$ cat src/sv/wpr_pkg.sv
`timescale 1ns / 1ps

package wpr_pkg;

    localparam int FRAME_W  = 40;
    localparam int SAMPLE_W = 16;
    localparam int CMD_W    = 2;
    localparam int BUCKET_W = 11;
    localparam int CHCNT_W  = 4;
    localparam int WANT_W   = 12;
    localparam int CFG_IDX_W = 2;

    localparam logic [FRAME_W-1:0] MAX_FRAME = {FRAME_W{1'b1}};

    // command codes carried in the cmd field
    typedef enum logic [CMD_W-1:0] {
        CMD_CLEAR  = 2'd0,
        CMD_SAMPLE = 2'd1,
        CMD_READ   = 2'd2
    } wpr_cmd_t;

    // configuration register indexes
    typedef enum logic [CFG_IDX_W-1:0] {
        CFG_TOTAL_FRAMES   = 2'd0,
        CFG_CHANNEL_COUNT  = 2'd1,
        CFG_WANTED_BUCKETS = 2'd2
    } wpr_cfg_idx_t;

    typedef struct packed {
        logic [CMD_W-1:0]           cmd;
        logic signed [SAMPLE_W-1:0] sample_value;
        logic [BUCKET_W-1:0]        out_bucket;
    } wpr_in_t;

    typedef struct packed {
        logic signed [SAMPLE_W-1:0] peak_min;
        logic signed [SAMPLE_W-1:0] peak_max;
        logic [FRAME_W-1:0]         span_frames;
    } wpr_out_t;

    typedef struct packed {
        logic [FRAME_W-1:0] total_frames;
        logic [CHCNT_W-1:0] channel_count;
        logic [WANT_W-1:0]  wanted_buckets;
    } wpr_cfg_t;

    // one base bucket entry in the bucket memory
    typedef struct packed {
        logic                       mark;
        logic signed [SAMPLE_W-1:0] lo;
        logic signed [SAMPLE_W-1:0] hi;
    } wpr_word_t;

    // back end status seen by the front end and the config port
    typedef struct packed {
        logic idle;
        logic wiping;
    } wpr_bstat_t;

    typedef enum logic {
        ARITH_MUL = 1'b0,
        ARITH_DIV = 1'b1
    } wpr_arith_op_t;

    typedef enum logic [3:0] {
        ST_WIPE,
        ST_IDLE,
        ST_SMUL,
        ST_SDIV,
        ST_FETCH,
        ST_UPD,
        ST_RMUL,
        ST_RD0,
        ST_RD1,
        ST_RD2,
        ST_MRG
    } wpr_state_t;

endpackage

$ cat src/sv/wpr_front.sv
`timescale 1ns / 1ps

module wpr_front
    import wpr_pkg::*;
(
    input  logic       clk,
    input  logic       rst_n,
    input  logic       start,
    output logic       busy,
    input  wpr_in_t    item,
    input  wpr_bstat_t bstat,
    output logic       q_valid,
    output wpr_in_t    q_item,
    input  logic       q_pop
);
    wpr_in_t    ent_reg [2];
    logic       wr_reg, wr_next;
    logic       rd_reg, rd_next;
    logic [1:0] cnt_reg, cnt_next;
    logic       accept;
    logic       push;

    // accept while the queue has room and no clearing pass runs
    assign busy    = (cnt_reg == 2'd2) || bstat.wiping;
    assign accept  = start && !busy;
    // unused command code is dropped here
    assign push    = accept && (item.cmd inside {CMD_CLEAR, CMD_SAMPLE, CMD_READ});
    assign q_valid = (cnt_reg != 2'd0);
    assign q_item  = ent_reg[rd_reg];

    always_comb
    begin
        wr_next  = wr_reg;
        rd_next  = rd_reg;
        cnt_next = cnt_reg;
        if (push)
        begin
            wr_next = !wr_reg;
        end
        if (q_pop && q_valid)
        begin
            rd_next = !rd_reg;
        end
        case ({push, q_pop && q_valid})
            2'b10:   cnt_next = cnt_reg + 2'd1;
            2'b01:   cnt_next = cnt_reg - 2'd1;
            default: cnt_next = cnt_reg;
        endcase
    end

    always_ff @(posedge clk or negedge rst_n)
    begin
        if (!rst_n)
        begin
            wr_reg  <= 1'b0;
            rd_reg  <= 1'b0;
            cnt_reg <= 2'd0;
        end
        else
        begin
            wr_reg  <= wr_next;
            rd_reg  <= rd_next;
            cnt_reg <= cnt_next;
        end
    end

    // queue payload
    always_ff @(posedge clk)
    begin
        if (push)
        begin
            ent_reg[wr_reg] <= item;
        end
    end

endmodule

$ cat config.mk
export PLATFORM = sky130hd
export DESIGN_NAME = wpr_front
export DESIGN_NICKNAME = d
export VERILOG_FILES = /design/src/sv/wpr_pkg.sv /design/src/sv/wpr_front.sv
export SDC_FILE = /design/constraint.sdc
export NUM_CORES = 1
export LEC_CHECK = 0
export ABC_AREA = 1
export BUFFER_PORTS_ARGS = -buffer_cell sky130_fd_sc_hd__buf_2
export CORE_ASPECT_RATIO = 0.5
export CORE_MARGIN = 2
export CORE_UTILIZATION = 40
export CTS_CLUSTER_DIAMETER = 100
export CTS_CLUSTER_SIZE = 24
export DETAILED_ROUTE_END_ITERATION = 8
export GPL_TIMING_DRIVEN = 0
export MAX_ROUTING_LAYER = met4
export PLACE_DENSITY = 0.65
export SLEW_MARGIN = 20
export SYNTH_ARGS = -nofsm -noshare
export SYNTH_HDL_FRONTEND = slang
export SYNTH_SLANG_ARGS = --single-unit
$ cat constraint.sdc
create_clock -name clk -period 3.5 [get_ports clk]
set_input_delay 0.525 -clock clk [delete_from_list [all_inputs] [get_ports clk]]
set_output_delay 0.525 -clock clk [all_outputs]
set_load 0.01 [all_outputs]
==> results.toml <==
[run_status]
status = "finished clean"

[yosys]
synth_nets = 222
yosysUniqueCellTypes = 17
avgSynthCellArea_um2 = 12.7
ys_seq_area_frac = 0.781
synth_warnings = 0
synth_seq_cells = 62
synthCells = 186
synth_area_um2 = 2360

[worst_setup_path]
reg2reg_slack_ns = 1.88
cp.arrival_ns = 1.31
crit_path_start_kind = "flip-flop"
required_ns = 2.97
reg2regPathDepth = 4
critPathMaxFanout = 10
crit_type = "reg2out"
endpoint_kind = "primary output"

[timing]
rsz0062_at_grt = "no"
slew_viol_final = 0
setup_viol = 0
clock_skew_ns = 0.00412
fin_crit_sh = 0.523
fmax_ghz = 0.546
finalCriticalPeriod_ns = 1.83
finalHoldViolCount = 0
maxSlewHeadroom = 0.564
hold_slack_ns = 0.393
worst_slew_pin_slew_ns = 0.654
setup_tns_ns = 0

[routing]
wirelength_um = 4290
dr.pass1.iters = 4
route.detailed.vias_per_inst = 4.40
ant_nets = 0
routedWlPerCell_um = 12.6
initialDrtViolationCount = 52
drt_drc_violations_left = 0
route.vias.total = 1496

[cells_and_area]
seq_area_um2 = 1840
drive_gt1_frac = 0.333
largest_reg_flops = 58
final_cell_mix = "nand2_1, buf_2, edfxtp_1, clkbuf_16, inv_1"
fin_util = 0.554
final_common_cell = "nand2_1"
syn2layout_area_growth_pct = 31.2
nFillCells = 477
multi_input_comb_area_um2 = 448
fin_nets = 299
antenna_cells = 0

[die]
fp.dieW_um = 113
initial_utilization = 0.422
die-area_um2 = 6560
io_pins = 66
rows = 19
dieHeight_um = 58.3
core-area_um2 = 5590

[global_routing]
grt_overflow_total = 0
grt_pass1_wl_um = 6540
antenna_found_initial = 0
grt_max_degree = 30
grtUsageTotal = 0.142
grt_pass1_vias = 1396

[power_and_ir_drop]
total_power_uw = 2450
p_leak_uw = 0.00137
ir_drop_mv = 0.361
power_density_nw_per_um2 = 791

[clock_tree]
clock_latency_ns = 0.32
clk_path_buf_depth = 2
cts.sink_count = 62
cts_tree = "done"
numCtsBuffers = 9
cts_root_buffer = "clkbuf_16"
postCtsSetupRepairBufs = 0
clkSlewWorstSetupHoldPaths_ns = 0.05
htree_levels = 3

[placement]
hpwlAfterDp_um = 2830
gp_congestion = 0.815
port_buffers = 64

[worst_hold_path]
hold_path_class = "in2reg"
holdPathStages = 1

[job]
maxCapViolations = 0
## cell type report
type,instances,area share
sequential,62,0.595
multi-input combinational,108,0.145
timing repair buffer,66,0.116
clock buffer,9,0.0728
tap,73,0.0295
clock inverter,6,0.0174
buffer,6,0.0125
inverter,10,0.0121
## cell usage after synthesis
| cell | count | area, µm² |
|---|---|---|
| nand2_1 | 98 | 368 |
| edfxtp_1 | 58 | 1740 |
| inv_1 | 8 | 30.0 |
| buf_2 | 4 | 20.0 |
| dfrtp_1 | 4 | 100 |
| inv_2 | 2 | 7.51 |
| nand3_1 | 2 | 10.0 |
| a21oi_2 | 1 | 8.76 |
| buf_4 | 1 | 7.51 |
| buf_6 | 1 | 11.3 |
| ha_1 | 1 | 12.5 |
| nand2_2 | 1 | 6.26 |
| nand4_1 | 1 | 6.26 |
| nor2_1 | 1 | 3.75 |
| o21bai_1 | 1 | 7.51 |
| xnor2_1 | 1 | 8.76 |
| xor2_1 | 1 | 8.76 |
## cells by family after synthesis
kind of cell	share of synthesized area
AND/OR/NAND/NOR	0.167
flip-flops	0.781
buffers and inverters	0.0324
AO/OA/AOI/OAI	0.00690
adder cells (fa/ha/maj)	0.00530
XOR/XNOR	0.00743
## layer usage
metal  routed length, µm  global-route usage  vias up
met1                1920               0.170      685
met4                  74              0.0627        0
met2                2050               0.215       35
met5                   0                   -        -
met3                 236              0.0597        8
li1                    -                   -      768
## where the power goes
| group | total [µW] | switching [µW] | internal (µW) | leakage [µW] |
|---|---|---|---|---|
| sequential | 944 | 33.5 | 910 | 0.000576 |
| combinational | 689 | 430 | 259 | 0.000663 |
| clock | 815 | 279 | 536 | 0.000134 |
## final timing paths
check / start / to
worst max-delay path: rd_reg / q_item[27]
worst max register to register: cnt_reg[0] / ent_reg[0][20]
max in group asynchronous: rst_n / wr_reg
worst min-delay path: item[6] / ent_reg[1][6]
worst min register to register: cnt_reg[0] / cnt_reg[0]
min in group asynchronous: rst_n / rd_reg
## worst max-delay path: stages (launching register included)
cell	delay [ns]
dfrtp_1	0.40
inv_2	0.07
buf_2	0.22
nand2_1	0.09
nand2_1	0.08
buf_2	0.13
## repair_timing
item | 4_1_cts | 5_1_grt
hold endpoints to repair | 0 | 2
hold buffers | 0 | 1
setup endpoints to repair | 0 | 0
gates resized for setup | 0 | 0
## stage by stage
step,instance area (µm²),instances,setup slack [ns]
after detailed placement,2810,324,1.63
after global routing,3090,340,1.58
after global placement,2770,323,0.261
after CTS,3080,339,1.65
after floorplan,2360,186,1.09
final,3090,340,1.67
Power figures use the tool's default switching activity.
