### src/sv/wpr_ram.sv
`timescale 1ns / 1ps

module wpr_ram #(
    parameter int WIDTH = 8,
    parameter int DEPTH = 16,
    localparam int AW = (DEPTH > 1) ? $clog2(DEPTH) : 1
) (
    input  logic                   clk,
    input  logic                   we,
    input  logic [AW-1:0]          waddr,
    input  logic [WIDTH-1:0]       wdata,
    input  logic                   re,
    input  logic [AW-1:0]          raddr,
    output logic [WIDTH-1:0]       rdata
);
    logic [WIDTH-1:0] mem [DEPTH];

    // single write port, registered read port
    always_ff @(posedge clk)
    begin
        if (we)
        begin
            mem[waddr] <= wdata;
        end
        if (re)
        begin
            rdata <= mem[raddr];
        end
    end

endmodule

### config.mk
export PLATFORM = sky130hd
export DESIGN_NAME = wpr_ram
export DESIGN_NICKNAME = d
export VERILOG_FILES = /design/src/sv/wpr_ram.sv
export SDC_FILE = /design/constraint.sdc
export NUM_CORES = 1
export LEC_CHECK = 0
export ABC_AREA = 1
export BUFFER_PORTS_ARGS = -buffer_cell sky130_fd_sc_hd__buf_2
export CAP_MARGIN = 10
export CORE_ASPECT_RATIO = 0.5
export CORE_UTILIZATION = 60
export CTS_BUF_LIST = sky130_fd_sc_hd__clkbuf_16
export CTS_CLUSTER_DIAMETER = 60
export DETAILED_ROUTE_END_ITERATION = 6
export PLACE_DENSITY = 0.78
export SETUP_SLACK_MARGIN = 0.02
export SKIP_CTS_REPAIR_TIMING = 1
export SYNTH_ARGS = -nofsm -noshare
export SYNTH_HDL_FRONTEND = slang
export SYNTH_SLANG_ARGS = --single-unit
export TNS_END_PERCENT = 50
### constraint.sdc
create_clock -name clk -period 3.7 [get_ports clk]
set_clock_uncertainty 0.05 [all_clocks]
set_input_delay 0.74 -clock clk [delete_from_list [all_inputs] [get_ports clk]]
set_output_delay 0.74 -clock clk [all_outputs]
set_load 0.02 [all_outputs]
==> reports/results.env, run 1 <==
RUN_STATUS='finished clean'
MULTI_INPUT_AREA_UM2=1210
MAX_CAP_VIOLATIONS=0
SYNTH.TOP_CELLS.BY_AREA='sky130_fd_sc_hd__edfxtp_1, sky130_fd_sc_hd__nand2_1, sky130_fd_sc_hd__nand3_1, sky130_fd_sc_hd__inv_1, sky130_fd_sc_hd__buf_6'
POST-SYNTH-TOP-COUNT-CELL='sky130_fd_sc_hd__nand2_1'
CP-END-KIND='register'
GRT_FIRST_PASS_WIRELENGTH_MM=20.3
DR.PASS1.ITERS=5
PERIOD_SHARE_PCT=54.1
TIMING.FINAL.SETUP_VIOLATIONS=0
FIRST_ITER_VIOLATIONS=713
YOSYSSEQAREASHARE_PCT=69.8
CELLLEAKAGEPOWER_nW=2.86
REGAREA_UM2=4080
CTS.CLK_SLEW.WORST_PATHS_NS=0.06
FINAL-HOLD-VIOLATION-COUNT=0
N_ANTENNA_CELL=0
CRITICALPATHCATEGORY='in -> reg'
FIN_NETS=594
CTS-ROOT-TO-SINK-BUFFERS=2
GRT.TOTAL_USAGE_PCT=28.7
CRIT_PATH_MAX_FANOUT=64
CORE.ROWCOUNT=25
START_UTIL_PCT=61.9
PLACED_CELLS=691
DRT.ANTENNA.VIOLATING_NETS=0
IOPINCOUNT=27
VDD_DROP_MAX_mV=0.331
SUM_NEG_SETUP_SLACK_NS=0
WORST_EP_ARRIVAL_TIME_NS=2.13
TOTALWIRELENGTH_MM=13.2
DRCVIOLATIONCOUNT=0
LARGEST_AREA_CONTRIBUTOR_IN_THE_NETLIST='sky130_fd_sc_hd__edfxtp_1'
MAX_SLEW_MARGIN_PCT=46.7
WL_PER_CELL_UM=18.3
YOSYS_WARNINGS=0
DOMINANTREGCELLSYNTH='sky130_fd_sc_hd__edfxtp_1'
FP.DIEAREA_UM2=10200
SLEW_VIOL_FINAL=0
CLK-INSERTION-DELAY-LATE_NS=0.42
POSTSYNTHREGISTERBITS=136
CORE_UM2=9450
GRT_USE_MET1_PCT=41.7
FINISH.CELL_COUNT_WITHOUT_FILLERS=723
CTSROOTBUFFERMASTER='sky130_fd_sc_hd__clkbuf_16'
NFILLCELLS=640
GLOBALROUTE.TOTALOVERFLOW=0
NUMBER_OF_CTS_INSERTED_BUFFERS=17
ROUTED-VIA-COUNT=3908
WORSTMARGINPINSLEW_NS=0.797
SYN_AREA_UM2=5850
GRT_PASS1_VIAS=3667
MAPPEDNETLISTNETS=570
SYNTH_CELLS=551
FINAL_LAYOUT_SIZE_SUFFIX_GT1_SHARE_PCT=10.4
CP-START-KIND='input pin'
GLOBAL_ROUTE.PEAK_USAGE_LAYER='met2'
ROUTED_VIA_DENSITY=5.41
RSZ0062_AT_GRT='false'
FINALWORSTPATHREQUIREDPERIOD_NS=2.00
SYNTH_TOP_CELLS_BY_COUNT='sky130_fd_sc_hd__nand2_1, sky130_fd_sc_hd__edfxtp_1, sky130_fd_sc_hd__inv_1'
MAXCLOCKFREQUENCY_GHz=0.500
CRITPATHREQUIREDTIME_NS=3.83
DIE_WIDTH_UM=142
YS_ASYNC_SR_FRACTION_PCT=0
MIN_PATH_TYPE='in -> reg'
DP_HPWL_MM=7.55
CTS_SINKS=136
YOSYSUNIQUECELLTYPES=11
ANTENNA_FOUND_INITIAL=0
GRT_MAX_DEGREE=65
SYNTH_AREA_PER_CELL_UM2=10.6
POWER-PER-CELL-AREA_nW_PER_UM2=577
FINALWEIGHTEDCONGESTION=0.809
AREA.GROWTH.SYNTH_TO_FINAL_PCT=13.9
USE_MET3_PCT=8.69
CLOCK_TREE_FROM_TRITONCTS='done'
CTS-HTREE-LEVELS=4
SYNTH.TOP_CELL.AREA_SHARE_PCT=69.8
SYNTH-EDFF-COUNT=136
PORTBUFFERS=26
DIE-HEIGHT_UM=71.8
GRT_UTIL_MET2_PCT=41.9
[power by group]
group	switching, mW	internal (mW)
Combinational	0.162	0.0538
Sequential	0.00867	1.74
Clock	0.627	1.25
[cell type report]
type                    count  area share [%]
repair buffers             29            2.29
clock buffers              17            6.39
multi-input cells         289            18.2
inverters                 102            5.75
flip-flops and latches    136            61.3
clock inverters            15            3.48
well taps                 135            2.54
[per-stage QoR]
step           utilization, %  worst slack (ns)  instance area [um2]  total power, mW  hold slack (ns)
5_1_grt                  70.5              1.60                 6660             3.94            0.646
6_report                 70.5              1.70                 6660             3.84            0.660
3_5_place_dp             63.5              1.34                 6000             1.98            0.694
3_3_place_gp             63.5              1.36                 6000             1.98            0.674
4_1_cts                  70.5              1.76                 6660             3.84            0.648
2_1_floorplan               -              1.96                 5850             1.91            0.633
[registers in the layout, summed over array words and instances, names as in the netlist]
register  flops
mem         128
rdata         8
[kinds of logic (layout without fill, tap and decap cells)]
family	count (synthesis)	count (layout)	synth area share, %
flops	136	136	69.8
buf+inv	126	163	9.39
simple gates	289	289	20.8
[cell usage in the layout (no fill, tap or decap)]
cell,count
sky130_fd_sc_hd__buf_2,26
sky130_fd_sc_hd__clkbuf_16,17
sky130_fd_sc_hd__clkinv_4,1
sky130_fd_sc_hd__edfxtp_1,136
sky130_fd_sc_hd__nor2_1,17
sky130_fd_sc_hd__clkinvlp_4,2
sky130_fd_sc_hd__inv_1,100
sky130_fd_sc_hd__buf_4,3
sky130_fd_sc_hd__clkinv_1,2
sky130_fd_sc_hd__bufinv_16,6
sky130_fd_sc_hd__nand3_1,97
sky130_fd_sc_hd__inv_2,2
sky130_fd_sc_hd__nand3b_1,2
sky130_fd_sc_hd__nand2_1,173
sky130_fd_sc_hd__clkinv_2,4
[path summary, 6_finish.rpt]
kind / from / to / slack, ns / cells after the start
worst max-delay path: raddr[0] / rdata[0] / 1.70 / 8
worst min-delay path: re / rdata[0] / 0.66 / 1
worst max register to register: mem[0][0] / rdata[0] / 2.33 / 6
worst min register to register: mem[4][5] / rdata[5] / 0.70 / 6
[per-layer routing]
metal / wire length (um) / vias up
met4: 165 / 0
met2: 5930 / 224
met5: 0 / -
met3: 1490 / 20
met1: 5640 / 1834
li1: - / 1830
[critical path, stage by stage]
cell                      delay [ns]
sky130_fd_sc_hd__buf_2          0.11
sky130_fd_sc_hd__inv_2          0.04
sky130_fd_sc_hd__buf_4          0.56
sky130_fd_sc_hd__nand2_1        0.10
sky130_fd_sc_hd__nand3_1        0.12
sky130_fd_sc_hd__nand3_1        0.20
sky130_fd_sc_hd__nand3_1        0.17
sky130_fd_sc_hd__nand2_1        0.06
No activity file was read; power rests on OpenSTA's default activity.
==> run 2: changes to the inputs <==
CORE_UTILIZATION = 55   (was 60)
PLACE_DENSITY = 0.75   (was 0.78)
clock period = 1.83 ns   (was 3.7 ns; I/O delays follow)
==> reports/results.env, run 2 (synthesis gave the netlist of run 1 again) <==
RUN_STATUS='finished clean'
MIN_PATH_TYPE='in -> reg'
WORST_EP_ARRIVAL_TIME_NS=1.00
CP_TOP_FAMILY='flip-flops'
FIRST_ITER_VIOLATIONS=693
P_SEQ_SHARE_PCT=45.7
FINAL-HOLD-VIOLATION-COUNT=0
CRITICALPATHCATEGORY='reg -> out'
SWITCHING_COMPONENT_OF_THE_POWER_mW=1.66
GRT_MAX_DEGREE=46
CLK-INSERTION-DELAY-LATE_NS=0.41
TOTALWIRELENGTH_MM=13.7
DIE_WIDTH_UM=148
DRT.ANTENNA.VIOLATING_NETS=0
CELLLEAKAGEPOWER_nW=2.98
ROUTED_VIA_DENSITY=5.39
CP-START-KIND='register'
CTS_SINKS=136
CRIT_PATH_CELL_TRACE='buf_2'
ROUTED-VIA-COUNT=4040
CP-END-KIND='output pin'
AREA.GROWTH.SYNTH_TO_FINAL_PCT=17.2
START_UTIL_PCT=56.9
CTS-ROOT-TO-SINK-BUFFERS=2
LARGEST_REGISTER='mem'
MAX_CAP_VIOLATIONS=0
MAXCLOCKFREQUENCY_GHz=0.704
POWER_FRAC_CLOCK_PCT=48.3
GRT.TOTAL_USAGE_PCT=26.3
FLIP_FLOP_COUNT_OF_THE_LARGEST_REGISTER_AFTER_LAYOUT=128
GLOBALROUTE.TOTALOVERFLOW=0
MAX_SLEW_MARGIN_PCT=60.7
LAYOUT_COMMONEST_CELL='sky130_fd_sc_hd__nand2_1'
DRCVIOLATIONCOUNT=0
CRITPATHREQUIREDTIME_NS=1.41
FINALWORSTPATHREQUIREDPERIOD_NS=1.42
COMB_POWER_SHARE_PCT=6.0
CORE.ROWCOUNT=26
NUMBER_OF_CTS_INSERTED_BUFFERS=17
LAYOUT_TOP_REGISTERS='mem: 128 flops, rdata: 8 flops'
RSZ0062_AT_GRT='false'
CTS-HTREE-LEVELS=4
GRT_PASS1_VIAS=3679
DIE-HEIGHT_UM=74.9
TIMING.FINAL.SETUP_VIOLATIONS=0
MAX_STAGE_DELAY_NS=0.41
CRIT_PATH_MAX_FANOUT=1
MULTI_INPUT_AREA_UM2=1210
FP.DIEAREA_UM2=11100
CTSROOTBUFFERMASTER='sky130_fd_sc_hd__clkbuf_16'
VDD_DROP_MAX_mV=0.697
N_ANTENNA_CELL=0
NFILLCELLS=745
DP_HPWL_MM=8.04
SUM_NEG_SETUP_SLACK_NS=0
DR.PASS1.ITERS=6
PERIOD_SHARE_PCT=77.6
CLOCK_TREE_FROM_TRITONCTS='done'
TIMING.CRITICAL_PATH.SLOWEST_STAGE_CELL='sky130_fd_sc_hd__edfxtp_1'
CORE_UM2=10300
INTERNAL_POWER_mW=6.06
FINALWEIGHTEDCONGESTION=0.857
REGAREA_UM2=4080
FINAL_LAYOUT_SIZE_SUFFIX_GT1_SHARE_PCT=13.6
TIMING.CRITICAL_PATH.BUF_INV=1
POWER-PER-CELL-AREA_nW_PER_UM2=1130
FINAL.HOLD.WORST_SLACK_NS=0.262
ANTENNA_FOUND_INITIAL=0
FIN_NETS=615
CTS.CLK_SLEW.WORST_PATHS_NS=0.06
LAYOUT_COMMON_CELLS='sky130_fd_sc_hd__nand2_1, sky130_fd_sc_hd__edfxtp_1, sky130_fd_sc_hd__inv_1'
GRT_FIRST_PASS_WIRELENGTH_MM=20.5
SLEW_VIOL_FINAL=0
POWER.SHARE.SWITCHING_PCT=21.5
PORTBUFFERS=26
WORSTMARGINPINSLEW_NS=0.589
IOPINCOUNT=27
WL_PER_CELL_UM=18.2
[run 2: changes by cell type in the layout (fill, tap and decap cells not counted), sizes merged]
cell / previous run / this run
inv: 102 / 104
clkinvlp: 2 / 3
bufinv: 6 / 5
buf: 29 / 50
clkinv: 7 / 5
[run 2: cell type report]
class                   count  area share, %
flip-flops and latches    136           59.6
multi-input cells         289           17.7
clock buffers              17           6.21
inverters                 102           5.59
repair buffers             50           5.07
clock inverters            15           3.29
well taps                 140           2.56
[run 2: final timing paths]
check                           startpoint        to  slack (ns)  cells past startpoint
worst min-delay path                    re  rdata[3]        0.26                      1
worst min register to register  mem[14][6]  rdata[6]        0.72                      6
worst max register to register   mem[8][2]  rdata[2]        0.59                      6
worst max-delay path              rdata[5]  rdata[5]        0.41                      1
[run 2: power groups by stage]
stage	Combinational (mW)	Sequential (mW)	Clock, mW
after global routing	0.500	3.53	3.88
after global placement	0.437	3.59	0
after detailed placement	0.449	3.60	0
after CTS	0.455	3.53	3.75
after floorplan	0.246	3.61	0
final	0.462	3.53	3.73
[run 2: through the flow]
step	power, mW	cells	area [um2]	util (%)	setup slack, ns
after floorplan	3.86	551	5850	-	0.463
after global placement	4.03	717	6200	60.3	0.266
after detailed placement	4.04	717	6200	60.3	0.221
after CTS	7.73	749	6850	66.7	0.408
after global routing	7.92	749	6850	66.7	0.380
final	7.72	749	6850	66.7	0.409
[run 2: per-layer routing]
metal | wire, um | GRT usage, % | vias to the layer above | part of all wire [%]
met2 | 6090 | 38.6 | 217 | 45
met1 | 6040 | 38.5 | 1923 | 44
met5 | 0 | 0 | - | 0
met4 | 291 | 10.4 | 0 | 2.1
li1 | - | - | 1876 | -
met3 | 1240 | 6.36 | 24 | 9.0
