$ cat src/sv/wpr_pkg.sv
`timescale 1ns / 1ps

package wpr_pkg;

    localparam int FRAME_W  = 40;
    localparam int SAMPLE_W = 16;
    localparam int CMD_W    = 2;
    localparam int BUCKET_W = 11;
    localparam int CHCNT_W  = 4;
    localparam int WANT_W   = 12;
    localparam int CFG_IDX_W = 2;

    localparam logic [FRAME_W-1:0] MAX_FRAME = {FRAME_W{1'b1}};

    // command codes carried in the cmd field
    typedef enum logic [CMD_W-1:0] {
        CMD_CLEAR  = 2'd0,
        CMD_SAMPLE = 2'd1,
        CMD_READ   = 2'd2
    } wpr_cmd_t;

    // configuration register indexes
    typedef enum logic [CFG_IDX_W-1:0] {
        CFG_TOTAL_FRAMES   = 2'd0,
        CFG_CHANNEL_COUNT  = 2'd1,
        CFG_WANTED_BUCKETS = 2'd2
    } wpr_cfg_idx_t;

    typedef struct packed {
        logic [CMD_W-1:0]           cmd;
        logic signed [SAMPLE_W-1:0] sample_value;
        logic [BUCKET_W-1:0]        out_bucket;
    } wpr_in_t;

    typedef struct packed {
        logic signed [SAMPLE_W-1:0] peak_min;
        logic signed [SAMPLE_W-1:0] peak_max;
        logic [FRAME_W-1:0]         span_frames;
    } wpr_out_t;

    typedef struct packed {
        logic [FRAME_W-1:0] total_frames;
        logic [CHCNT_W-1:0] channel_count;
        logic [WANT_W-1:0]  wanted_buckets;
    } wpr_cfg_t;

    // one base bucket entry in the bucket memory
    typedef struct packed {
        logic                       mark;
        logic signed [SAMPLE_W-1:0] lo;
        logic signed [SAMPLE_W-1:0] hi;
    } wpr_word_t;

    // back end status seen by the front end and the config port
    typedef struct packed {
        logic idle;
        logic wiping;
    } wpr_bstat_t;

    typedef enum logic {
        ARITH_MUL = 1'b0,
        ARITH_DIV = 1'b1
    } wpr_arith_op_t;

    typedef enum logic [3:0] {
        ST_WIPE,
        ST_IDLE,
        ST_SMUL,
        ST_SDIV,
        ST_FETCH,
        ST_UPD,
        ST_RMUL,
        ST_RD0,
        ST_RD1,
        ST_RD2,
        ST_MRG
    } wpr_state_t;

endpackage

$ cat src/sv/wpr_arith.sv
`timescale 1ns / 1ps

module wpr_arith
    import wpr_pkg::*;
#(
    parameter int NW = 52,
    parameter int DW = 40
) (
    input  logic          clk,
    input  logic          rst_n,
    input  logic          go,
    input  wpr_arith_op_t op,
    input  logic [NW-1:0] opa,
    input  logic [DW-1:0] opb,
    output logic          done,
    output logic [NW-1:0] res
);
    localparam int CW = $clog2(NW + 1);

    logic          busy_reg, busy_next;
    logic          done_reg, done_next;
    wpr_arith_op_t op_reg, op_next;
    logic [CW-1:0] cnt_reg, cnt_next;
    logic [NW-1:0] acc_reg, acc_next;
    logic [NW-1:0] x_reg, x_next;
    logic [DW-1:0] y_reg, y_next;
    logic [DW:0]   rem_reg, rem_next;
    logic [DW:0]   rem_sh;
    logic          ge;

    assign done = done_reg;
    assign res  = acc_reg;

    // shift-add multiply with early out, restoring divide one bit a cycle
    always_comb
    begin
        busy_next = busy_reg;
        done_next = 1'b0;
        op_next   = op_reg;
        cnt_next  = cnt_reg;
        acc_next  = acc_reg;
        x_next    = x_reg;
        y_next    = y_reg;
        rem_next  = rem_reg;
        rem_sh    = {rem_reg[DW-1:0], x_reg[NW-1]};
        ge        = (rem_sh >= {1'b0, y_reg});
        if (go)
        begin
            busy_next = 1'b1;
            op_next   = op;
            cnt_next  = '0;
            acc_next  = '0;
            x_next    = opa;
            y_next    = opb;
            rem_next  = '0;
        end
        else if (busy_reg)
        begin
            case (op_reg)
                ARITH_MUL:
                begin
                    if (y_reg == '0)
                    begin
                        busy_next = 1'b0;
                        done_next = 1'b1;
                    end
                    else
                    begin
                        if (y_reg[0])
                        begin
                            acc_next = acc_reg + x_reg;
                        end
                        x_next = {x_reg[NW-2:0], 1'b0};
                        y_next = {1'b0, y_reg[DW-1:1]};
                    end
                end
                ARITH_DIV:
                begin
                    rem_next = ge ? (rem_sh - {1'b0, y_reg}) : rem_sh;
                    acc_next = {acc_reg[NW-2:0], ge};
                    x_next   = {x_reg[NW-2:0], 1'b0};
                    cnt_next = cnt_reg + 1'b1;
                    if (cnt_reg == CW'(NW - 1))
                    begin
                        busy_next = 1'b0;
                        done_next = 1'b1;
                    end
                end
                default:
                begin
                    busy_next = 1'b0;
                end
            endcase
        end
    end

    always_ff @(posedge clk or negedge rst_n)
    begin
        if (!rst_n)
        begin
            busy_reg <= 1'b0;
            done_reg <= 1'b0;
        end
        else
        begin
            busy_reg <= busy_next;
            done_reg <= done_next;
        end
    end

    always_ff @(posedge clk)
    begin
        op_reg  <= op_next;
        cnt_reg <= cnt_next;
        acc_reg <= acc_next;
        x_reg   <= x_next;
        y_reg   <= y_next;
        rem_reg <= rem_next;
    end

endmodule

$ cat config.mk
export PLATFORM = sky130hd
export DESIGN_NAME = wpr_arith
export DESIGN_NICKNAME = d
export VERILOG_FILES = /design/src/sv/wpr_pkg.sv /design/src/sv/wpr_arith.sv
export SDC_FILE = /design/constraint.sdc
export NUM_CORES = 1
export LEC_CHECK = 0
export BUFFER_PORTS_ARGS = -buffer_cell sky130_fd_sc_hd__buf_2
export CAP_MARGIN = 20
export CELL_PAD_IN_SITES_DETAIL_PLACEMENT = 1
export CELL_PAD_IN_SITES_GLOBAL_PLACEMENT = 1
export CORE_ASPECT_RATIO = 0.6
export CORE_MARGIN = 5
export CORE_UTILIZATION = 41
export CTS_CLUSTER_SIZE = 8
export DETAILED_ROUTE_END_ITERATION = 10
export PLACE_DENSITY_LB_ADDON = 0.1
export SLEW_MARGIN = 25
export SYNTH_ARGS = -nofsm -noshare
export SYNTH_HDL_FRONTEND = slang
export SYNTH_SLANG_ARGS = --single-unit
$ cat constraint.sdc
create_clock -name clk -period 5 [get_ports clk]
set_input_delay 0.25 -clock clk [delete_from_list [all_inputs] [get_ports clk]]
set_output_delay 0.25 -clock clk [all_outputs]
set_load 0.005 [all_outputs]
==> impl_metrics.py, run 1 <==
metrics = {
    "status": {
        "status": "completed",
    },
    "yosys": {
        "synth-edff-count": 93,
        "ys_ff_latch": 193,
        "ys.flop_type": "dfxtp_1",
        "ys_seq_area_frac": 0.352,
        "yosysTopAreaCellShare": 0.205,
        "yosys-top-cells-area": "edfxtp_1 (20%), dfxtp_1 (14%), ha_1 (8.4%)",
        "netlist_area_sq_mm": 0.0136,
        "synthArstFlopShare": 0.0104,
        "yosysTopAreaCell": "edfxtp_1",
        "ys_types": 80,
        "yosys_warnings": 0,
        "synth_area_per_cell_sq_um": 8.43,
        "synthCells": 1616,
        "syn-num-nets": 1806,
    },
    "cts": {
        "cts.sinks": 193,
        "cts.clk_slew.worst_paths_ns": 0.08,
        "cts_tree": "built",
        "cts_buffers": 17,
        "cts_setup_buffers": 0,
        "clock_latency_ns": 0.46,
        "clock-root-buffer": "clkbuf_16",
        "ctsHtreeMaxLevel": 4,
        "clk_path_buf_depth": 2,
    },
    "worst_setup_path": {
        "reg2reg_to": "rem_reg[7]$_SDFFE_PP0P_",
        "rr_startpoint": "y_reg[6]$_DFFE_PP_",
        "end_kind": "flop",
        "arrival_ns": 4.10,
        "crit_type": "flop to flop",
        "r2r_slack_ns": 1.25,
        "worst_r2r_path_depth": 12,
        "crit_path_start_kind": "flop",
        "cp_max_fo": 19,
        "worstPathRequired_ns": 5.36,
    },
    "sta": {
        "whs_ns": 0.0687,
        "setup_violations": 0,
        "fmax_mhz": 267,
        "period_needed_ns": 3.75,
        "skew_ns": 0.0148,
        "grt_setup_unrepaired": "false",
        "slew_headroom": 0.361,
        "finalMaxSlewViolations": 0,
        "timing.final.crit_share": 0.749,
        "worst_slack_ns": 1.25,
        "finalHoldViolations": 0,
        "tightest_slew_ns": 0.956,
        "setup_tns_ns": 0,
    },
    "hold_path": {
        "worstHoldStart": "opb[34]",
        "hold_path_end": "y_reg[34]$_DFFE_PP_",
        "hold_depth": 3,
        "hp-class": "input port to flop",
    },
    "power": {
        "p_sw_mw": 2.70,
        "p_sw_frac": 0.418,
        "leakagePower_nw": 6.49,
        "total_power_mw": 6.45,
        "power.density_mw_per_mm2": 421,
        "ir_worst_vdd_v": 0.000272,
        "p_clk_frac": 0.223,
        "seqPwrFrac": 0.329,
        "internal_power_mw": 3.75,
        "comb_power_share": 0.448,
    },
    "placed_design": {
        "gp_congestion": 0.891,
        "post-place-ws_ns": 1.33,
        "dp.cells": 2130,
        "dpl.hpwl_microns": 33700,
        "dpl_cell_area_sq_mm": 0.0147,
        "port_buffers": 148,
    },
    "detailed_routing": {
        "vias": 12527,
        "routed_via_density": 5.79,
        "drt_wl_total_microns": 45200,
        "wl_per_cell_microns": 20.9,
        "drtIter0Drc": 871,
        "dr.pass1.iters": 5,
        "ant_nets": 0,
        "drc": 0,
    },
    "floorplan": {
        "rows": 51,
        "io_pins": 149,
        "start_util": 0.418,
        "die_w_microns": 245,
        "dieArea_sq_mm": 0.0371,
        "fp.dieH_microns": 151,
        "coreArea_sq_mm": 0.0326,
    },
    "global_route": {
        "grt_pass1_wl_microns": 70400,
        "antenna_found_initial": 2,
        "track_usage": 0.239,
        "grt.overflow.total": 0,
        "first_global_vias": 12107,
        "grt_max_degree": 83,
    },
    "final_layout": {
        "final_area_sq_mm": 0.0153,
        "final_layout_size_suffix_gt1_frac": 0.163,
        "final_cell_count_no_fill": 2165,
        "fin_nets": 1891,
        "utilization": 0.470,
        "final_cell_mix": "nand2_1 (221), o21ai_0 (147), buf_2 (147)",
        "mostFrequentLayoutCell": "nand2_1",
        "area_growth_syn_to_layout_pct": 12.4,
    },
    "flow_run": {
        "maxCapViolCount": 0,
    },
}
routing by layer:
metal | vias to the layer above | global-route usage | share of wire
li1 | 6078 | - | -
met1 | 6086 | 0.392 | 0.55
met4 | 2 | 0.0385 | 0.0085
met5 | - | 0 | 0.00029
met3 | 29 | 0.0487 | 0.061
met2 | 332 | 0.319 | 0.38
worst max-delay path: stages (launching register included):
cell and delay, ns:
edfxtp_1 0.39, inv_1 0.11, ha_1 0.31, a21o_1 0.21, a21oi_2 0.22, nand4_1 0.25, a21oi_1 0.27, a211oi_2 0.14
o21ai_1 0.17, and3_1 0.79, buf_4 0.40, nand2_1 0.10, a311oi_1 0.27
Yosys cell counts, types with 5 or more instances:
| cell | count |
|---|---|
| mux2_2 | 50 |
| o21a_1 | 8 |
| nor4_1 | 17 |
| and3_1 | 11 |
| or3_1 | 9 |
| o21bai_1 | 17 |
| nand3_1 | 35 |
| xnor2_1 | 50 |
| a311oi_1 | 22 |
| xor2_1 | 27 |
| o211ai_1 | 29 |
| a31oi_1 | 31 |
| o211a_1 | 7 |
| a21oi_1 | 144 |
| nand4_1 | 26 |
| o2111ai_1 | 6 |
| a21o_1 | 47 |
| a211oi_1 | 13 |
| clkbuf_1 | 76 |
| o21ai_0 | 148 |
| nor2b_1 | 10 |
| nand2b_1 | 10 |
| dfxtp_1 | 98 |
| ha_1 | 92 |
| and2_1 | 5 |
| buf_2 | 13 |
| nor3_1 | 15 |
| nor2_1 | 120 |
| and4_1 | 6 |
| edfxtp_1 | 93 |
| inv_1 | 68 |
| nand2_1 | 221 |
| buf_1 | 8 |
layout make-up:
| cell class | count | area, sq um |
|---|---|---|
| Fill cell | 3921 | 17300 |
| Multi-Input combinational cell | 1256 | 8230 |
| Sequential cell | 193 | 4800 |
| Timing Repair Buffer | 165 | 880 |
| Tap cell | 450 | 563 |
| Clock buffer | 18 | 429 |
| Inverter | 68 | 255 |
| Clock inverter | 14 | 156 |
| Antenna cell | 1 | 2.50 |
worst max-delay path by stage:
stage / from / to / slack (ns) / cells past startpoint
floorplan: op_reg$_DFFE_PP_ / y_reg[0]$_DFFE_PP_ / 0.54 / 4
global placement: y_reg[0]$_DFFE_PP_ / rem_reg[38]$_SDFFE_PP0P_ / 1.46 / 12
detailed placement: y_reg[6]$_DFFE_PP_ / rem_reg[21]$_SDFFE_PP0P_ / 1.33 / 12
CTS: y_reg[6]$_DFFE_PP_ / rem_reg[10]$_SDFFE_PP0P_ / 1.28 / 12
global route: y_reg[6]$_DFFE_PP_ / rem_reg[21]$_SDFFE_PP0P_ / 0.95 / 12
finish: y_reg[6]$_DFFE_PP_ / rem_reg[7]$_SDFFE_PP0P_ / 1.25 / 12
power by group through the flow:
stage / registers (mW) / clock network (mW) / logic [mW]
2_1_floorplan: 2.08 / 0 / 2.06
4_1_cts: 2.12 / 1.47 / 2.84
5_1_grt: 2.15 / 1.53 / 3.17
6_report: 2.12 / 1.44 / 2.89
3_3_place_gp: 2.14 / 0 / 2.75
3_5_place_dp: 2.15 / 0 / 2.81
kinds of logic after synthesis:
family / Yosys count / share of synthesized area
AO/OA/AOI/OAI: 529 / 0.251
AND/OR/NAND/NOR: 502 / 0.168
flip-flops: 193 / 0.352
buffers and inverters: 167 / 0.0474
adder cells (fa/ha/maj): 94 / 0.0874
XOR/XNOR: 77 / 0.0495
multiplexers: 54 / 0.0446
repair_timing:
action / in CTS / in global routing
hold buffers: 2 / 0
endpoints found under the hold margin: 3 / 0
resized for setup: 0 / 0
Power figures use the tool's default switching activity.
==> inputs of run 2 (changes only) <==
--- a/config.mk
+++ b/config.mk
@@ -11,7 +11,7 @@
 export CELL_PAD_IN_SITES_GLOBAL_PLACEMENT = 1
 export CORE_ASPECT_RATIO = 0.6
 export CORE_MARGIN = 5
-export CORE_UTILIZATION = 41
+export CORE_UTILIZATION = 45
 export CTS_CLUSTER_SIZE = 8
 export DETAILED_ROUTE_END_ITERATION = 10
 export PLACE_DENSITY_LB_ADDON = 0.1
==> constraint.sdc (replaced) <==
create_clock -name clk -period 3.5 [get_ports clk]
set_input_delay 0.175 -clock clk [delete_from_list [all_inputs] [get_ports clk]]
set_output_delay 0.175 -clock clk [all_outputs]
set_load 0.005 [all_outputs]
==> impl_metrics.py, run 2 (same netlist as run 1, synthesis figures left out) <==
metrics = {
    "status": {
        "status": "completed",
    },
    "cts": {
        "clock-root-buffer": "clkbuf_16",
        "clk_path_buf_depth": 2,
        "clock_latency_ns": 0.46,
        "cts_buffers": 17,
        "ctsHtreeMaxLevel": 4,
        "cts.sinks": 193,
        "cts.clk_slew.worst_paths_ns": 0.07,
        "cts_tree": "built",
    },
    "worst_setup_path": {
        "arrival_ns": 3.68,
        "worst_r2r_path_depth": 13,
        "crit_type": "flop to flop",
        "cp_max_fo": 6,
        "slowest_stage": "edfxtp_1",
        "slowest_delay_ns": 0.40,
        "critical-path-top-delay-family": "compound AO/OA/AOI/OAI gates",
        "crit_buf_inv": 1,
        "end_kind": "flop",
        "cp_cell_sequence": "inv_1 -> ha_1 -> fa_1 -> nand2b_1 -> a21oi_1 -> a31oi_1 -> nor3b_2 -> o21ai_2 -> o31a_4 -> o22ai_1 -> a31o_1 -> mux2_4 -> a311oi_2",
        "cp.depth": 13,
        "crit_path_start_kind": "flop",
        "worstPathRequired_ns": 3.87,
    },
    "global_route": {
        "grt_max_degree": 113,
        "antenna_found_initial": 0,
        "use_met2": 0.366,
        "grt_use_met1": 0.408,
        "met3_usage": 0.0494,
        "grt.overflow.total": 0,
        "grt_pass1_wl_microns": 70400,
        "first_global_vias": 12494,
        "grt-busiest-layer": "met1",
        "track_usage": 0.257,
    },
    "final_layout": {
        "final_cell_mix": "nand2_1 (221), buf_2 (147), o21ai_0 (145)",
        "utilization": 0.529,
        "area_growth_syn_to_layout_pct": 16.1,
        "num-fill-cells": 3610,
        "final_layout_size_suffix_gt1_frac": 0.171,
        "antenna_cells": 0,
        "mostFrequentLayoutCell": "nand2_1",
        "fin_nets": 1943,
        "final_area_sq_mm": 0.0158,
        "final_cell_count_no_fill": 2173,
    },
    "sta": {
        "finalHoldViolations": 0,
        "slew_headroom": 0.511,
        "setup_violations": 0,
        "worst_slack_ns": 0.192,
        "finalMaxSlewViolations": 0,
        "period_needed_ns": 3.31,
        "grt_setup_unrepaired": "false",
        "fmax_mhz": 302,
        "skew_ns": 0.0138,
        "tightest_slew_ns": 0.733,
        "timing.final.crit_share": 0.945,
        "whs_ns": 0.0146,
    },
    "placed_design": {
        "gp_congestion": 0.915,
        "post-place-ws_ns": 0.0128,
        "dp.cells": 2107,
        "port_buffers": 148,
        "dpl_cell_area_sq_mm": 0.0148,
        "dpl.hpwl_microns": 33400,
    },
    "detailed_routing": {
        "wl_per_cell_microns": 20.6,
        "drc": 0,
        "dr.pass1.iters": 5,
        "ant_nets": 0,
        "drt_wl_total_microns": 44800,
        "vias": 12817,
        "drtIter0Drc": 992,
        "routed_via_density": 5.90,
    },
    "hold_path": {
        "hold_depth": 3,
        "hp-class": "input port to flop",
    },
    "floorplan": {
        "start_util": 0.456,
        "rows": 49,
        "fp.dieH_microns": 145,
        "die_w_microns": 235,
        "io_pins": 149,
        "dieArea_sq_mm": 0.0340,
        "coreArea_sq_mm": 0.0299,
    },
    "power": {
        "power.density_mw_per_mm2": 590,
        "leakagePower_nw": 6.76,
        "ir_worst_vdd_v": 0.000385,
    },
    "flow_run": {
        "maxCapViolCount": 0,
    },
}
[run 2: changes by cell type in the layout (fill, tap and decap cells not counted), moves of 2 or more]
cell,change
buf_4,+16
clkbuf_8,+2
inv_8,-2
a21oi_2,+3
buf_12,+4
dlygate4sd3_1,+32
clkinv_1,+2
a21oi_1,-3
clkinvlp_4,-4
o21ai_0,-2
[run 2: where the power goes]
part	switching (mW)	internal, mW
logic	2.56	1.67
clock network	0.917	1.16
registers	0.309	2.72
total	3.79	5.55
[run 2: path summary, 6_finish.rpt]
path                                          from                       end  slack [ns]
min reg2reg                rem_reg[1]$_SDFFE_PP0P_   rem_reg[1]$_SDFFE_PP0P_        0.49
min in group asynchronous                    rst_n            done$_DFF_PN0_        0.04
max in group asynchronous                    rst_n        busy_reg$_DFF_PN0_        3.35
max                            x_reg[51]$_DFFE_PP_  rem_reg[38]$_SDFFE_PP0P_        0.19
min                                        opb[34]       y_reg[34]$_DFFE_PP_        0.01
max reg2reg                    x_reg[51]$_DFFE_PP_  rem_reg[38]$_SDFFE_PP0P_        0.19
[run 2: worst min-delay path: stages]
cell	delay, ns
buf_2	0.07
nand2_1	0.04
o21ai_0	0.07
[run 2: final cells by class]
type                       instances  area, sq um  area share
timing repair buffer             217         1400      0.0885
sequential                       193         4800       0.304
clock buffer                      21          460      0.0291
tap                              408          510      0.0323
clock inverter                    10          133     0.00838
inverter                          68          255      0.0161
multi-input combinational       1256         8260       0.522
[run 2: routing by layer]
layer | share of wire | vias to the layer above
li1 | - | 6171
met1 | 0.54 | 6284
met2 | 0.40 | 335
met3 | 0.056 | 27
met4 | 0.0071 | 0
met5 | 0 | -
[run 2: what timing repair did]
action	CTS	global route
hold buffers	30	4
pin swaps	0	2
endpoints found under the setup margin	3	7
setup buffers	0	1
gates resized for setup	1	8
endpoints found under the hold margin	31	4
cloned	0	0
[run 2: stage by stage]
stage               TNS (ns)  power, mW
floorplan                  0       5.91
global placement           0       7.05
detailed placement         0       7.16
CTS                  -0.0240       9.30
global route               0       9.94
finish                     0       9.34
==> inputs of run 3 (changes only) <==
==> constraint.sdc (replaced) <==
create_clock -name clk -period 3.5 [get_ports clk]
set_input_delay 0.525 -clock clk [delete_from_list [all_inputs] [get_ports clk]]
set_output_delay 0.525 -clock clk [all_outputs]
set_load 0.005 [all_outputs]
==> impl_metrics.py, run 3 (same netlist as run 1, synthesis figures left out) <==
metrics = {
    "status": {
        "status": "completed",
    },
    "cts": {
        "clk_path_buf_depth": 2,
        "cts.sinks": 193,
        "cts_buffers": 17,
        "clock_latency_ns": 0.46,
        "cts.clk_slew.worst_paths_ns": 0.08,
        "clock-root-buffer": "clkbuf_16",
        "cts_setup_buffers": 0,
        "cts_tree": "built",
        "ctsHtreeMaxLevel": 4,
    },
    "detailed_routing": {
        "drtIter0Drc": 1000,
        "drc": 0,
        "routed_via_density": 5.95,
        "dr.pass1.iters": 5,
        "vias": 12693,
        "wl_per_cell_microns": 21.0,
        "drt_wl_total_microns": 44900,
        "ant_nets": 0,
    },
    "sta": {
        "timing.final.crit_share": 0.962,
        "setup_tns_ns": 0,
        "grt_setup_unrepaired": "false",
        "setup_violations": 0,
        "skew_ns": 0.0148,
        "finalHoldViolations": 0,
        "tightest_slew_ns": 0.661,
        "fmax_mhz": 297,
        "period_needed_ns": 3.37,
        "slew_headroom": 0.555,
        "finalMaxSlewViolations": 0,
    },
    "global_route": {
        "antenna_found_initial": 0,
        "grt_pass1_wl_microns": 70600,
        "first_global_vias": 12595,
        "track_usage": 0.257,
        "grt.overflow.total": 0,
        "grt_max_degree": 121,
    },
    "final_layout": {
        "area_growth_syn_to_layout_pct": 13.2,
        "antenna_cells": 0,
        "final_cell_mix": "nand2_1 (221), buf_2 (147), o21ai_0 (144)",
        "mostFrequentLayoutCell": "nand2_1",
        "final_area_sq_mm": 0.0154,
        "final_layout_size_suffix_gt1_frac": 0.173,
        "fin_nets": 1903,
        "num-fill-cells": 3638,
    },
    "floorplan": {
        "coreArea_sq_mm": 0.0299,
        "rows": 49,
        "fp.dieH_microns": 145,
        "dieArea_sq_mm": 0.0340,
        "io_pins": 149,
        "die_w_microns": 235,
        "start_util": 0.456,
    },
    "worst_setup_path": {
        "crit_end": "res[45]$_SDFFE_PP0P_",
        "cp_max_fo": 10,
        "worst_r2r_path_depth": 11,
        "crit_type": "flop to flop",
        "rr_startpoint": "x_reg[12]$_DFFE_PP_",
        "arrival_ns": 3.75,
        "critPathLaunch": "x_reg[12]$_DFFE_PP_",
        "r2r_slack_ns": 0.13,
        "crit_path_start_kind": "flop",
        "reg2reg_to": "res[45]$_SDFFE_PP0P_",
        "worstPathRequired_ns": 3.89,
        "end_kind": "flop",
    },
    "hold_path": {
        "hold_depth": 1,
        "hp-class": "input port to flop",
    },
    "power": {
        "ir_worst_vdd_v": 0.000347,
        "leakagePower_nw": 6.58,
        "total_power_mw": 9.24,
        "power.density_mw_per_mm2": 599,
    },
    "placed_design": {
        "gp_congestion": 0.908,
        "dpl_cell_area_sq_mm": 0.0148,
        "port_buffers": 148,
        "dpl.hpwl_microns": 33700,
    },
    "flow_run": {
        "maxCapViolCount": 0,
    },
}
## run 3: timing repair
action | 4_1_cts | 5_1_grt
hold buffers | 1 | 0
gates resized for setup | 3 | 9
pin swaps | 0 | 3
endpoints found under the hold margin | 2 | 0
endpoints found under the setup margin | 2 | 12
## run 3: layout make-up
class	instances	area, sq um	share of cell area
Tap cell	408	510	0.0331
Multi-Input combinational cell	1256	8260	0.536
Inverter	68	255	0.0165
Sequential cell	193	4800	0.311
Clock buffer	18	429	0.0278
Timing Repair Buffer	177	1030	0.0667
Clock inverter	13	136	0.00884
## run 3: worst min path at each step
stage	from	end	slack, ns
5_1_grt	op	op_reg$_DFFE_PP_	0.27
6_report	op	op_reg$_DFFE_PP_	0.28
3_3_place_gp	rst_n	done$_DFF_PN0_	0.33
3_5_place_dp	rst_n	done$_DFF_PN0_	0.33
2_1_floorplan	rst_n	busy_reg$_DFF_PN0_	0.23
4_1_cts	op	op_reg$_DFFE_PP_	0.27
## run 3: metal layers
layer  track usage  share of wire  vias to the layer above  wire (microns)
li1              -              -                     6090               -
met1         0.402           0.53                     6192           23700
met2         0.370           0.40                      372           18000
met3        0.0411          0.059                       39            2640
met4        0.0571          0.012                        0             541
met5             0              0                        -               0
## run 3: worst max-delay path: stages (launching register included)
cell	delay, ns
edfxtp_1	0.43
ha_1	0.55
nand4_2	0.19
o221ai_2	0.24
and2_1	0.19
a31oi_2	0.07
o31ai_4	0.45
a31oi_4	0.20
o31ai_4	0.38
a311oi_1	0.15
a41o_1	0.24
a211oi_2	0.20
## run 3: where the power goes
part | switching [mW] | total, mW | internal, mW
sequential | 0.307 | 3.02 | 2.72
combinational | 2.59 | 4.23 | 1.64
clock | 0.932 | 1.98 | 1.05
## run 3: stage by stage
stage | cells | utilization | worst slack (ns) | hold slack, ns
3_5_place_dp | 2101 | 0.495 | 0.0146 | 0.328
3_3_place_gp | 2101 | 0.495 | 0.126 | 0.329
2_1_floorplan | 1616 | - | 0.274 | 0.229
5_1_grt | 2133 | 0.516 | 0.00465 | 0.265
6_report | 2133 | 0.516 | 0.134 | 0.284
4_1_cts | 2133 | 0.515 | 0.00780 | 0.267
